<file path="config.mk">
export PLATFORM = sky130hd
export DESIGN_NAME = rolling_hash_substring_match_core
export DESIGN_NICKNAME = d
export VERILOG_FILES = /design/src/design/rhm_pkg.sv /design/src/design/rhm_ram.sv /design/src/design/rhm_datapath.sv /design/src/design/rhm_controller.sv /design/src/design/rolling_hash_substring_match_core.sv
export SDC_FILE = /design/constraint.sdc
export NUM_CORES = 2
export LEC_CHECK = 0
export BUFFER_PORTS_ARGS = -buffer_cell sky130_fd_sc_hd__buf_2
export CAP_MARGIN = 30
export CORE_MARGIN = 3
export CORE_UTILIZATION = 53
export CTS_CLUSTER_DIAMETER = 30
export DETAILED_ROUTE_END_ITERATION = 12
export MAX_ROUTING_LAYER = met4
export PLACE_DENSITY = 0.78
export SLEW_MARGIN = 20
export SYNTH_ARGS = -nofsm -noshare
export SYNTH_HDL_FRONTEND = slang
export SYNTH_HIERARCHICAL = 1
export SYNTH_SLANG_ARGS = --single-unit
</file>
<file path="constraint.sdc">
create_clock -name clock -period 21.9 [get_ports clock]
set_input_delay 4.38 -clock clock [delete_from_list [all_inputs] [get_ports clock]]
set_output_delay 4.38 -clock clock [all_outputs]
set_load 0.02 [all_outputs]
</file>
<file path="src/design/rhm_pkg.sv">
package rhm_pkg;

   // Default sizing handed to the top-level parameters.
   localparam int PATTERN_MAX_DEFAULT = 64;
   localparam int HASH_WIDTH_DEFAULT  = 32;

   // Polynomial base and the bias that maps a byte to its symbol value.
   localparam int HASH_BASE   = 31;
   localparam int SYMBOL_BIAS = 96;

   // Item command codes.
   localparam logic [1:0] CMD_CLEAR   = 2'd0;
   localparam logic [1:0] CMD_PATTERN = 2'd1;
   localparam logic [1:0] CMD_TEXT    = 2'd2;
   localparam logic [1:0] CMD_RESTART = 2'd3;

   // Commands from the controller to the datapath.
   typedef struct packed {
      logic take_item;
      logic execute;
      logic multiply;
      logic roll;
      logic compare;
      logic load_result;
   } dp_ctrl_type;

   // Status from the datapath to the controller.
   typedef struct packed {
      logic [1:0] command;
      logic       pattern_empty;
      logic       window_full;
   } dp_status_type;

endpackage

</file>
<file path="src/design/rhm_ram.sv">
module rhm_ram #(
   parameter int WIDTH = 8,
   parameter int DEPTH = 64
) (
   input  logic                                   clock,
   input  logic                                   write_enable,
   input  logic [(DEPTH > 1 ? $clog2(DEPTH) : 1)-1:0] write_address,
   input  logic [WIDTH-1:0]                       write_data,
   input  logic [(DEPTH > 1 ? $clog2(DEPTH) : 1)-1:0] read_address,
   output logic [WIDTH-1:0]                       read_data_ff
);

   logic [WIDTH-1:0] mem_ff [DEPTH];

   // One write port and one registered read port.
   always_ff @(posedge clock) begin
      if (write_enable) begin
         mem_ff[write_address] <= write_data;
      end
      read_data_ff <= mem_ff[read_address];
   end

endmodule

</file>
<file path="src/design/rhm_datapath.sv">
module rhm_datapath #(
   parameter int PATTERN_MAX = rhm_pkg::PATTERN_MAX_DEFAULT,
   parameter int HASH_WIDTH  = rhm_pkg::HASH_WIDTH_DEFAULT
) (
   input  logic                  clock,
   input  logic                  reset,
   input  rhm_pkg::dp_ctrl_type  ctrl,
   output rhm_pkg::dp_status_type status,
   input  logic [1:0]            item_command,
   input  logic [7:0]            item_symbol,
   output logic [7:0]            result_data
);

   localparam int LEN_W = $clog2(PATTERN_MAX + 1);
   localparam int PTR_W = (PATTERN_MAX > 1) ? $clog2(PATTERN_MAX) : 1;
   localparam int W     = HASH_WIDTH;

   // Latched item.
   logic [1:0]       command_ff, command_in;
   logic [7:0]       symbol_ff, symbol_in;

   // Hash state.
   logic [W-1:0]     pattern_hash_ff, pattern_hash_in;
   logic [LEN_W-1:0] pattern_length_ff, pattern_length_in;
   logic [W-1:0]     top_power_ff, top_power_in;
   logic [W-1:0]     window_hash_ff, window_hash_in;
   logic [LEN_W-1:0] text_count_ff, text_count_in;
   logic [PTR_W-1:0] ring_pointer_ff, ring_pointer_in;
   logic             found_ff, found_in;

   // Per-item results and the product of the removal step.
   logic             match_ff, match_in;
   logic             overflow_ff, overflow_in;
   logic [W-1:0]     product_ff, product_in;
   logic [7:0]       result_ff, result_in;

   // Ring memory signals.
   logic             ring_write;
   logic [7:0]       ring_read_data;

   // Derived values.
   logic signed [8:0]   symbol_d9;
   logic [W-1:0]        symbol_value;
   logic signed [8:0]   old_d9;
   logic signed [W+9:0] product_full;
   logic [LEN_W-1:0]    pointer_inc;
   logic [PTR_W-1:0]    pointer_next;
   logic                pattern_full;
   logic                pattern_empty;
   logic                window_full;
   logic [W-1:0]        removed_hash;

   // Symbol values are the byte minus the bias, sign-extended so they wrap.
   assign symbol_d9    = $signed({1'b0, symbol_ff}) - 9'(rhm_pkg::SYMBOL_BIAS);
   assign symbol_value = {{(W-9){symbol_d9[8]}}, symbol_d9};
   assign old_d9       = $signed({1'b0, ring_read_data}) - 9'(rhm_pkg::SYMBOL_BIAS);

   // Top power times the outgoing symbol; only the low hash bits are kept.
   assign product_full = $signed({1'b0, top_power_ff}) * old_d9;

   // Ring pointer advances and wraps at the pattern length.
   assign pointer_inc  = LEN_W'(ring_pointer_ff) + LEN_W'(1);
   assign pointer_next = (pointer_inc == pattern_length_ff) ? '0 : pointer_inc[PTR_W-1:0];

   assign pattern_full  = (pattern_length_ff == LEN_W'(PATTERN_MAX));
   assign pattern_empty = (pattern_length_ff == '0);
   assign window_full   = (text_count_ff >= pattern_length_ff);
   assign removed_hash  = window_hash_ff - product_ff;

   assign status.command       = command_ff;
   assign status.pattern_empty = pattern_empty;
   assign status.window_full   = window_full;

   // Next-state logic for every step the controller issues.
   always_comb begin
      command_in        = command_ff;
      symbol_in         = symbol_ff;
      pattern_hash_in   = pattern_hash_ff;
      pattern_length_in = pattern_length_ff;
      top_power_in      = top_power_ff;
      window_hash_in    = window_hash_ff;
      text_count_in     = text_count_ff;
      ring_pointer_in   = ring_pointer_ff;
      found_in          = found_ff;
      match_in          = match_ff;
      overflow_in       = overflow_ff;
      product_in        = product_ff;
      result_in         = result_ff;
      ring_write        = 1'b0;

      if (ctrl.take_item) begin
         command_in = item_command;
         symbol_in  = item_symbol;
      end

      if (ctrl.execute) begin
         match_in    = 1'b0;
         overflow_in = 1'b0;
         unique case (command_ff)
            rhm_pkg::CMD_CLEAR: begin
               pattern_hash_in   = '0;
               pattern_length_in = '0;
               top_power_in      = W'(1);
               window_hash_in    = '0;
               text_count_in     = '0;
               ring_pointer_in   = '0;
               found_in          = 1'b0;
            end
            rhm_pkg::CMD_PATTERN: begin
               if (pattern_full) begin
                  overflow_in = 1'b1;
               end else begin
                  pattern_hash_in = W'(pattern_hash_ff * W'(rhm_pkg::HASH_BASE)) + symbol_value;
                  if (!pattern_empty) begin
                     top_power_in = W'(top_power_ff * W'(rhm_pkg::HASH_BASE));
                  end
                  pattern_length_in = pattern_length_ff + LEN_W'(1);
                  window_hash_in    = '0;
                  text_count_in     = '0;
                  ring_pointer_in   = '0;
                  found_in          = 1'b0;
               end
            end
            rhm_pkg::CMD_RESTART: begin
               window_hash_in  = '0;
               text_count_in   = '0;
               ring_pointer_in = '0;
               found_in        = 1'b0;
            end
            rhm_pkg::CMD_TEXT: begin
               if (pattern_empty) begin
                  match_in = 1'b1;
                  found_in = 1'b1;
               end else if (!window_full) begin
                  // Window still filling: no byte leaves the hash.
                  window_hash_in  = W'(window_hash_ff * W'(rhm_pkg::HASH_BASE)) + symbol_value;
                  text_count_in   = text_count_ff + LEN_W'(1);
                  ring_pointer_in = pointer_next;
                  ring_write      = 1'b1;
               end
            end
         endcase
      end

      // The outgoing byte is on the read port now; store the new one in its place.
      if (ctrl.multiply) begin
         product_in = product_full[W-1:0];
         ring_write = 1'b1;
      end

      if (ctrl.roll) begin
         window_hash_in  = W'(removed_hash * W'(rhm_pkg::HASH_BASE)) + symbol_value;
         ring_pointer_in = pointer_next;
      end

      if (ctrl.compare) begin
         match_in = window_full && (window_hash_ff == pattern_hash_ff);
         if (window_full && (window_hash_ff == pattern_hash_ff)) begin
            found_in = 1'b1;
         end
      end

      if (ctrl.load_result) begin
         result_in = {5'b0, overflow_ff, found_ff, match_ff};
      end
   end

   // Control and hash state.
   always_ff @(posedge clock) begin
      if (reset) begin
         pattern_hash_ff   <= '0;
         pattern_length_ff <= '0;
         top_power_ff      <= W'(1);
         window_hash_ff    <= '0;
         text_count_ff     <= '0;
         ring_pointer_ff   <= '0;
         found_ff          <= 1'b0;
         match_ff          <= 1'b0;
         overflow_ff       <= 1'b0;
      end else begin
         pattern_hash_ff   <= pattern_hash_in;
         pattern_length_ff <= pattern_length_in;
         top_power_ff      <= top_power_in;
         window_hash_ff    <= window_hash_in;
         text_count_ff     <= text_count_in;
         ring_pointer_ff   <= ring_pointer_in;
         found_ff          <= found_in;
         match_ff          <= match_in;
         overflow_ff       <= overflow_in;
      end
   end

   // Payload registers.
   always_ff @(posedge clock) begin
      command_ff <= command_in;
      symbol_ff  <= symbol_in;
      product_ff <= product_in;
      result_ff  <= result_in;
   end

   assign result_data = result_ff;

   // Window ring: one entry per pattern byte.
   rhm_ram #(
      .WIDTH (8),
      .DEPTH (PATTERN_MAX)
   ) u_ring (
      .clock         (clock),
      .write_enable  (ring_write),
      .write_address (ring_pointer_ff),
      .write_data    (symbol_ff),
      .read_address  (ring_pointer_ff),
      .read_data_ff  (ring_read_data)
   );

   // The ring pointer always addresses a byte of the current window.
   a_pointer_in_window: assert property (@(posedge clock) disable iff (reset)
      (pattern_length_ff != '0) |-> (LEN_W'(ring_pointer_ff) < pattern_length_ff))
      else $error("ring pointer beyond pattern length");

   // The text count saturates at the pattern length.
   a_count_bounded: assert property (@(posedge clock) disable iff (reset)
      text_count_ff <= pattern_length_ff)
      else $error("text count exceeds pattern length");

   // The top power stays at one until a second pattern byte arrives.
   a_top_power_one: assert property (@(posedge clock) disable iff (reset)
      (pattern_length_ff <= LEN_W'(1)) |-> (top_power_ff == W'(1)))
      else $error("top power changed for a short pattern");

endmodule

</file>
<file path="src/design/rhm_controller.sv">
module rhm_controller (
   input  logic                   clock,
   input  logic                   reset,
   input  logic                   req_tvalid,
   output logic                   req_tready,
   output logic                   rsp_tvalid,
   input  logic                   rsp_tready,
   output rhm_pkg::dp_ctrl_type   ctrl,
   input  rhm_pkg::dp_status_type status
);

   localparam logic [2:0] ST_IDLE = 3'd0;
   localparam logic [2:0] ST_EXEC = 3'd1;
   localparam logic [2:0] ST_MUL  = 3'd2;
   localparam logic [2:0] ST_ROLL = 3'd3;
   localparam logic [2:0] ST_CMP  = 3'd4;
   localparam logic [2:0] ST_DONE = 3'd5;

   logic [2:0] state_ff, state_in;
   logic       rsp_valid_ff, rsp_valid_in;
   logic       slot_free;

   assign slot_free  = !rsp_valid_ff || rsp_tready;
   assign req_tready = (state_ff == ST_IDLE);
   assign rsp_tvalid = rsp_valid_ff;

   // Step sequencing for one item.
   always_comb begin
      state_in = state_ff;
      ctrl     = '0;
      unique case (state_ff)
         ST_IDLE: begin
            if (req_tvalid) begin
               ctrl.take_item = 1'b1;
               state_in       = ST_EXEC;
            end
         end
         ST_EXEC: begin
            ctrl.execute = 1'b1;
            priority if (status.command == rhm_pkg::CMD_TEXT && !status.pattern_empty
                         && status.window_full) begin
               state_in = ST_MUL;
            end else if (status.command == rhm_pkg::CMD_TEXT && !status.pattern_empty) begin
               state_in = ST_CMP;
            end else begin
               state_in = ST_DONE;
            end
         end
         ST_MUL: begin
            ctrl.multiply = 1'b1;
            state_in      = ST_ROLL;
         end
         ST_ROLL: begin
            ctrl.roll = 1'b1;
            state_in  = ST_CMP;
         end
         ST_CMP: begin
            ctrl.compare = 1'b1;
            state_in     = ST_DONE;
         end
         ST_DONE: begin
            if (slot_free) begin
               ctrl.load_result = 1'b1;
               state_in         = ST_IDLE;
            end
         end
         default: begin
            state_in = ST_IDLE;
         end
      endcase
   end

   // The output register holds a result until the consumer takes it.
   always_comb begin
      rsp_valid_in = rsp_valid_ff;
      if (rsp_tready) begin
         rsp_valid_in = 1'b0;
      end
      if (ctrl.load_result) begin
         rsp_valid_in = 1'b1;
      end
   end

   always_ff @(posedge clock) begin
      if (reset) begin
         state_ff     <= ST_IDLE;
         rsp_valid_ff <= 1'b0;
      end else begin
         state_ff     <= state_in;
         rsp_valid_ff <= rsp_valid_in;
      end
   end

   // A result is never loaded over one that is still waiting.
   a_no_overwrite: assert property (@(posedge clock) disable iff (reset)
      ctrl.load_result |-> slot_free)
      else $error("result loaded over a pending result");

   // An accepted item always starts execution next.
   a_accept_executes: assert property (@(posedge clock) disable iff (reset)
      (req_tvalid && req_tready) |=> (state_ff == ST_EXEC))
      else $error("accepted item did not execute");

   // The output turns valid only after a result load.
   a_valid_from_load: assert property (@(posedge clock) disable iff (reset)
      $rose(rsp_valid_ff) |-> $past(ctrl.load_result))
      else $error("output valid without a result load");

endmodule

</file>
<file path="src/design/rolling_hash_substring_match_core.sv">
// Channel  Direction  Payload
// req_     in         tuser[1:0] command; tdata[7:0] symbol
// rsp_     out        tdata[0] match_here, [1] found, [2] pattern_overflow
//
// Clear, restart, pattern bytes and text bytes on an empty pattern pass execute and done.
// A text byte while the window fills adds a compare step; once full it adds, in turn,
// the ring read with the top-power multiply, the rolling update and the compare.
// Reset is synchronous, active high; the ring memory needs no clearing pass.
// One result may wait in the output register while the next item is accepted.
module rolling_hash_substring_match_core #(
   parameter int PATTERN_MAX = rhm_pkg::PATTERN_MAX_DEFAULT,
   parameter int HASH_WIDTH  = rhm_pkg::HASH_WIDTH_DEFAULT
) (
   input  logic       clock,
   input  logic       reset,
   input  logic       req_tvalid,
   output logic       req_tready,
   input  logic [7:0] req_tdata,   // [7:0] symbol
   input  logic [1:0] req_tuser,   // [1:0] command
   output logic       rsp_tvalid,
   input  logic       rsp_tready,
   output logic [7:0] rsp_tdata    // [0] match_here, [1] found, [2] pattern_overflow
);

   rhm_pkg::dp_ctrl_type   ctrl;
   rhm_pkg::dp_status_type status;

   // Step sequencer and output handshake.
   rhm_controller u_controller (
      .clock      (clock),
      .reset      (reset),
      .req_tvalid (req_tvalid),
      .req_tready (req_tready),
      .rsp_tvalid (rsp_tvalid),
      .rsp_tready (rsp_tready),
      .ctrl       (ctrl),
      .status     (status)
   );

   // Hash state, ring memory and result register.
   rhm_datapath #(
      .PATTERN_MAX (PATTERN_MAX),
      .HASH_WIDTH  (HASH_WIDTH)
   ) u_datapath (
      .clock        (clock),
      .reset        (reset),
      .ctrl         (ctrl),
      .status       (status),
      .item_command (req_tuser),
      .item_symbol  (req_tdata),
      .result_data  (rsp_tdata)
   );

endmodule
</file>
==> results.cfg <==
[sta]
clock-skew-final_ns = 0.07843
max_freq_mhz = 133.3
hold_viol_final = 0
finalSetupViolCount = 0
report.final.slew_viol_count = 0
fin_ws_ns = 14.40
worst_pin_slew_ns = 0.9858
slew_headroom = 0.3428
min_period_ns = 7.502
fin_crit_sh = 0.3426
fin_setup_tns_ns = 0
rsz0062_at_grt = no

[finish]
synthToLayoutAreaGrowth_pct = 9.981
drive_above_1_share = 0.09780
antenna_cells = 0
finalNonFillerCells = 5775
nets = 5261

[clock_network]
cts_buffers = 111
clk_pin_slew_worst_paths_ns = 0.05
clk_latency_ns = 0.70
clk_path_buf_depth = 3
h-tree-depth = 3
cts_tree = yes
post_cts_buffers = 0
ctsResizeCount = 0
cts_hold_buf = 0
cts-root-buf = clkbuf_16
clkSinkCount = 688

[die]
rows = 114
dieHeight_microns = 319.8
ioPinCount = 24
die-area_sq_mm = 0.1023
die_x_microns = 319.8
core_area_sq_mm = 0.09714
initial_core_util = 0.5374

[outcome]
outcome = complete, no violations

[synth]
yosysTopAreaCellShare = 0.3204
ys_ff_latch = 688
synth_top_family_by_area = adder cells
synth-edff-count = 557
syn_area_sq_mm = 0.05220
ys_dominant_reg_cell = edfxtp_1
async_flop_share = 0
synthMuxAreaShare = 0.06374
synth_xor_area_frac = 0.04305
synth-simple-area-share = 0.08224
yosysMostFrequentCell = inv_1
synthTopCellsByCount = inv_1, fa_1, edfxtp_1
yosys-top-cells-area = edfxtp_1, fa_1, ha_1, mux4_2, inv_1
syn_avg_cell_area_sq_um = 11.92
yosysSeqAreaShare = 0.3707
yosys.area.top_type = edfxtp_1
synth-compound-area-share = 0.08744
synthAdderAreaFrac = 0.2866
syn_inst = 4378
yosysUniqueCellTypes = 90
synth_warnings = 6

[global_route]
grt_pass1_vias = 36100
grt_use_total = 0.2561
grt_max_degree = 115
grt-ovfl-total = 0
antenna_found_initial = 0
grt_pass1_wl_mm = 199.7

[power_and_ir_drop]
seqPwrFrac = 0.262
power_density_mw_per_mm2 = 98.13
clkPwrFrac = 0.313
p_comb_frac = 0.425
p_leak_uw = 0.02397
ir_worst_vdd_v = 0.0002859
switching_power_uw = 2097
p_int_uw = 3537
p_sw_frac = 0.3722

[placement]
port_buffers = 18
dp.cells = 5562
place_hpwl_mm = 83.81
preCtsSetupSlack_ns = 14.44
gp_congestion = 0.8997

[drt]
wire_per_inst_microns = 21.38
dr.pass1.iters = 5
ant_nets = 0
routed_wl_mm = 123.5
vias = 34290
drc = 0
via_per_inst = 5.937
drt_iter0_markers = 2852

[critical_path]
regToRegSetupSlack_ns = 14.40
cp-start-kind = flop
cp.required_ns = 22.39
path_class = flop to flop
cp-end-kind = flop
cp.arrival_ns = 7.99
cp_max_fo = 8

[run]
maxCapViolCount = 0

[worst_hold_path]
hold_path_class = flop to flop
-- power groups by stage --
stage	Clock [uW]	Combinational [uW]	Sequential, uW
floorplan	0	1880	1500
global placement	0	2310	1500
detailed placement	0	2360	1500
CTS	1780	2390	1480
global route	1840	2680	1480
finish	1760	2390	1480
-- critical path, cell delays in order, from the launching register on --
cell and delay (ns):
dfxtp_1 0.60, ha_1 0.31, nor2b_1 0.14, o21a_1 0.20, or3_1 0.35, a32oi_1 0.34, o31a_1 0.30, o21ai_1 0.16
a21oi_1 0.26, o21a_1 0.28, o21ai_1 0.12, xnor2_1 0.41, inv_1 0.18, fa_1 0.53, inv_1 0.05, fa_1 0.55
fa_1 0.41, ha_1 0.37, a21o_1 0.18, a21o_1 0.19, a31o_2 0.21, a21oi_1 0.17, xnor2_1 0.19, mux2i_4 0.12
xnor2_2 0.17, and3b_1 0.18, o31ai_1 0.23, a41oi_1 0.14
-- state kept, by name, summed over array words and instances, names as in the netlist, 8 cells and up --
signal,count
u_datapath/pattern_hash_ff,32
u_datapath/window_hash_ff,32
u_datapath/symbol_ff,8
u_datapath/product_ff,32
u_datapath/u_ring/read_data_ff,8
u_datapath/top_power_ff,32
u_datapath/u_ring/mem_ff,512
-- cell type report --
type,instances,area (sq um)
Fill cell,7406,39730
Clock buffer,126,2905
Clock inverter,84,944.7
Inverter,720,2703
Timing Repair Buffer,62,451.7
Sequential cell,688,19360
Multi-Input combinational cell,2819,29450
Tap cell,1276,1597
-- worst paths after layout --
check,from,end,depth (start not counted)
worst min-delay path,u_datapath/overflow_ff,u_datapath/result_data[2],0
worst max-delay path,u_datapath/window_hash_ff[1],u_datapath/window_hash_ff[31],27
worst max register to register,u_datapath/window_hash_ff[1],u_datapath/window_hash_ff[31],27
worst min register to register,u_datapath/overflow_ff,u_datapath/result_data[2],0
-- metal layers --
metal  global-route usage  wire (microns)  vias to the layer above
li1                     -               -                    15020
met1               0.3220           47260                    17470
met2               0.4221           61920                     1470
met3              0.03708            9244                      327
met4               0.1012            5046                        0
met5                    -               0                        -
-- cells by family after synthesis --
| family | count (synthesis) |
|---|---|
| XOR/XNOR | 254 |
| adder cells (fa/ha/maj) | 847 |
| AO/OA/AOI/OAI | 665 |
| AND/OR/NAND/NOR | 876 |
| buffers and inverters | 875 |
| flip-flops | 688 |
| multiplexers | 172 |
| other | 1 |
-- cells in the final DEF (no fill, tap or decap), drive strengths merged, types with 28 or more instances in the layout --
master  Yosys  final
inv       720    742
and2       78     78
a21oi     158    158
xor2      101    101
fa        582    582
o21bai     28     28
mux4      126    126
nand2b     61     61
buf        48     62
nand3      52     52
xnor2     153    153
nand2     229    229
nor2b      71     71
nor2      228    228
clkbuf    107    126
edfxtp    557    557
a22oi      35     35
a21o       94     94
clkinv      0     41
nor3       46     46
a211oi     47     47
o21a       32     32
o21ai      88     88
mux2i      33     33
dfxtp     131    131
ha        263    263
-- stage by stage --
stage               utilization  hold WS, ns  total power [uW]  instance area [sq um]
global route             0.5910       0.5189              6000                  57410
CTS                      0.5908       0.4953              5645                  57390
global placement         0.5508       0.4798              3812                  53500
detailed placement       0.5512       0.4601              3857                  53540
floorplan                     -       0.4088              3373                  52210
finish                   0.5910       0.5125              5634                  57410
Power figures use the tool's default switching activity.
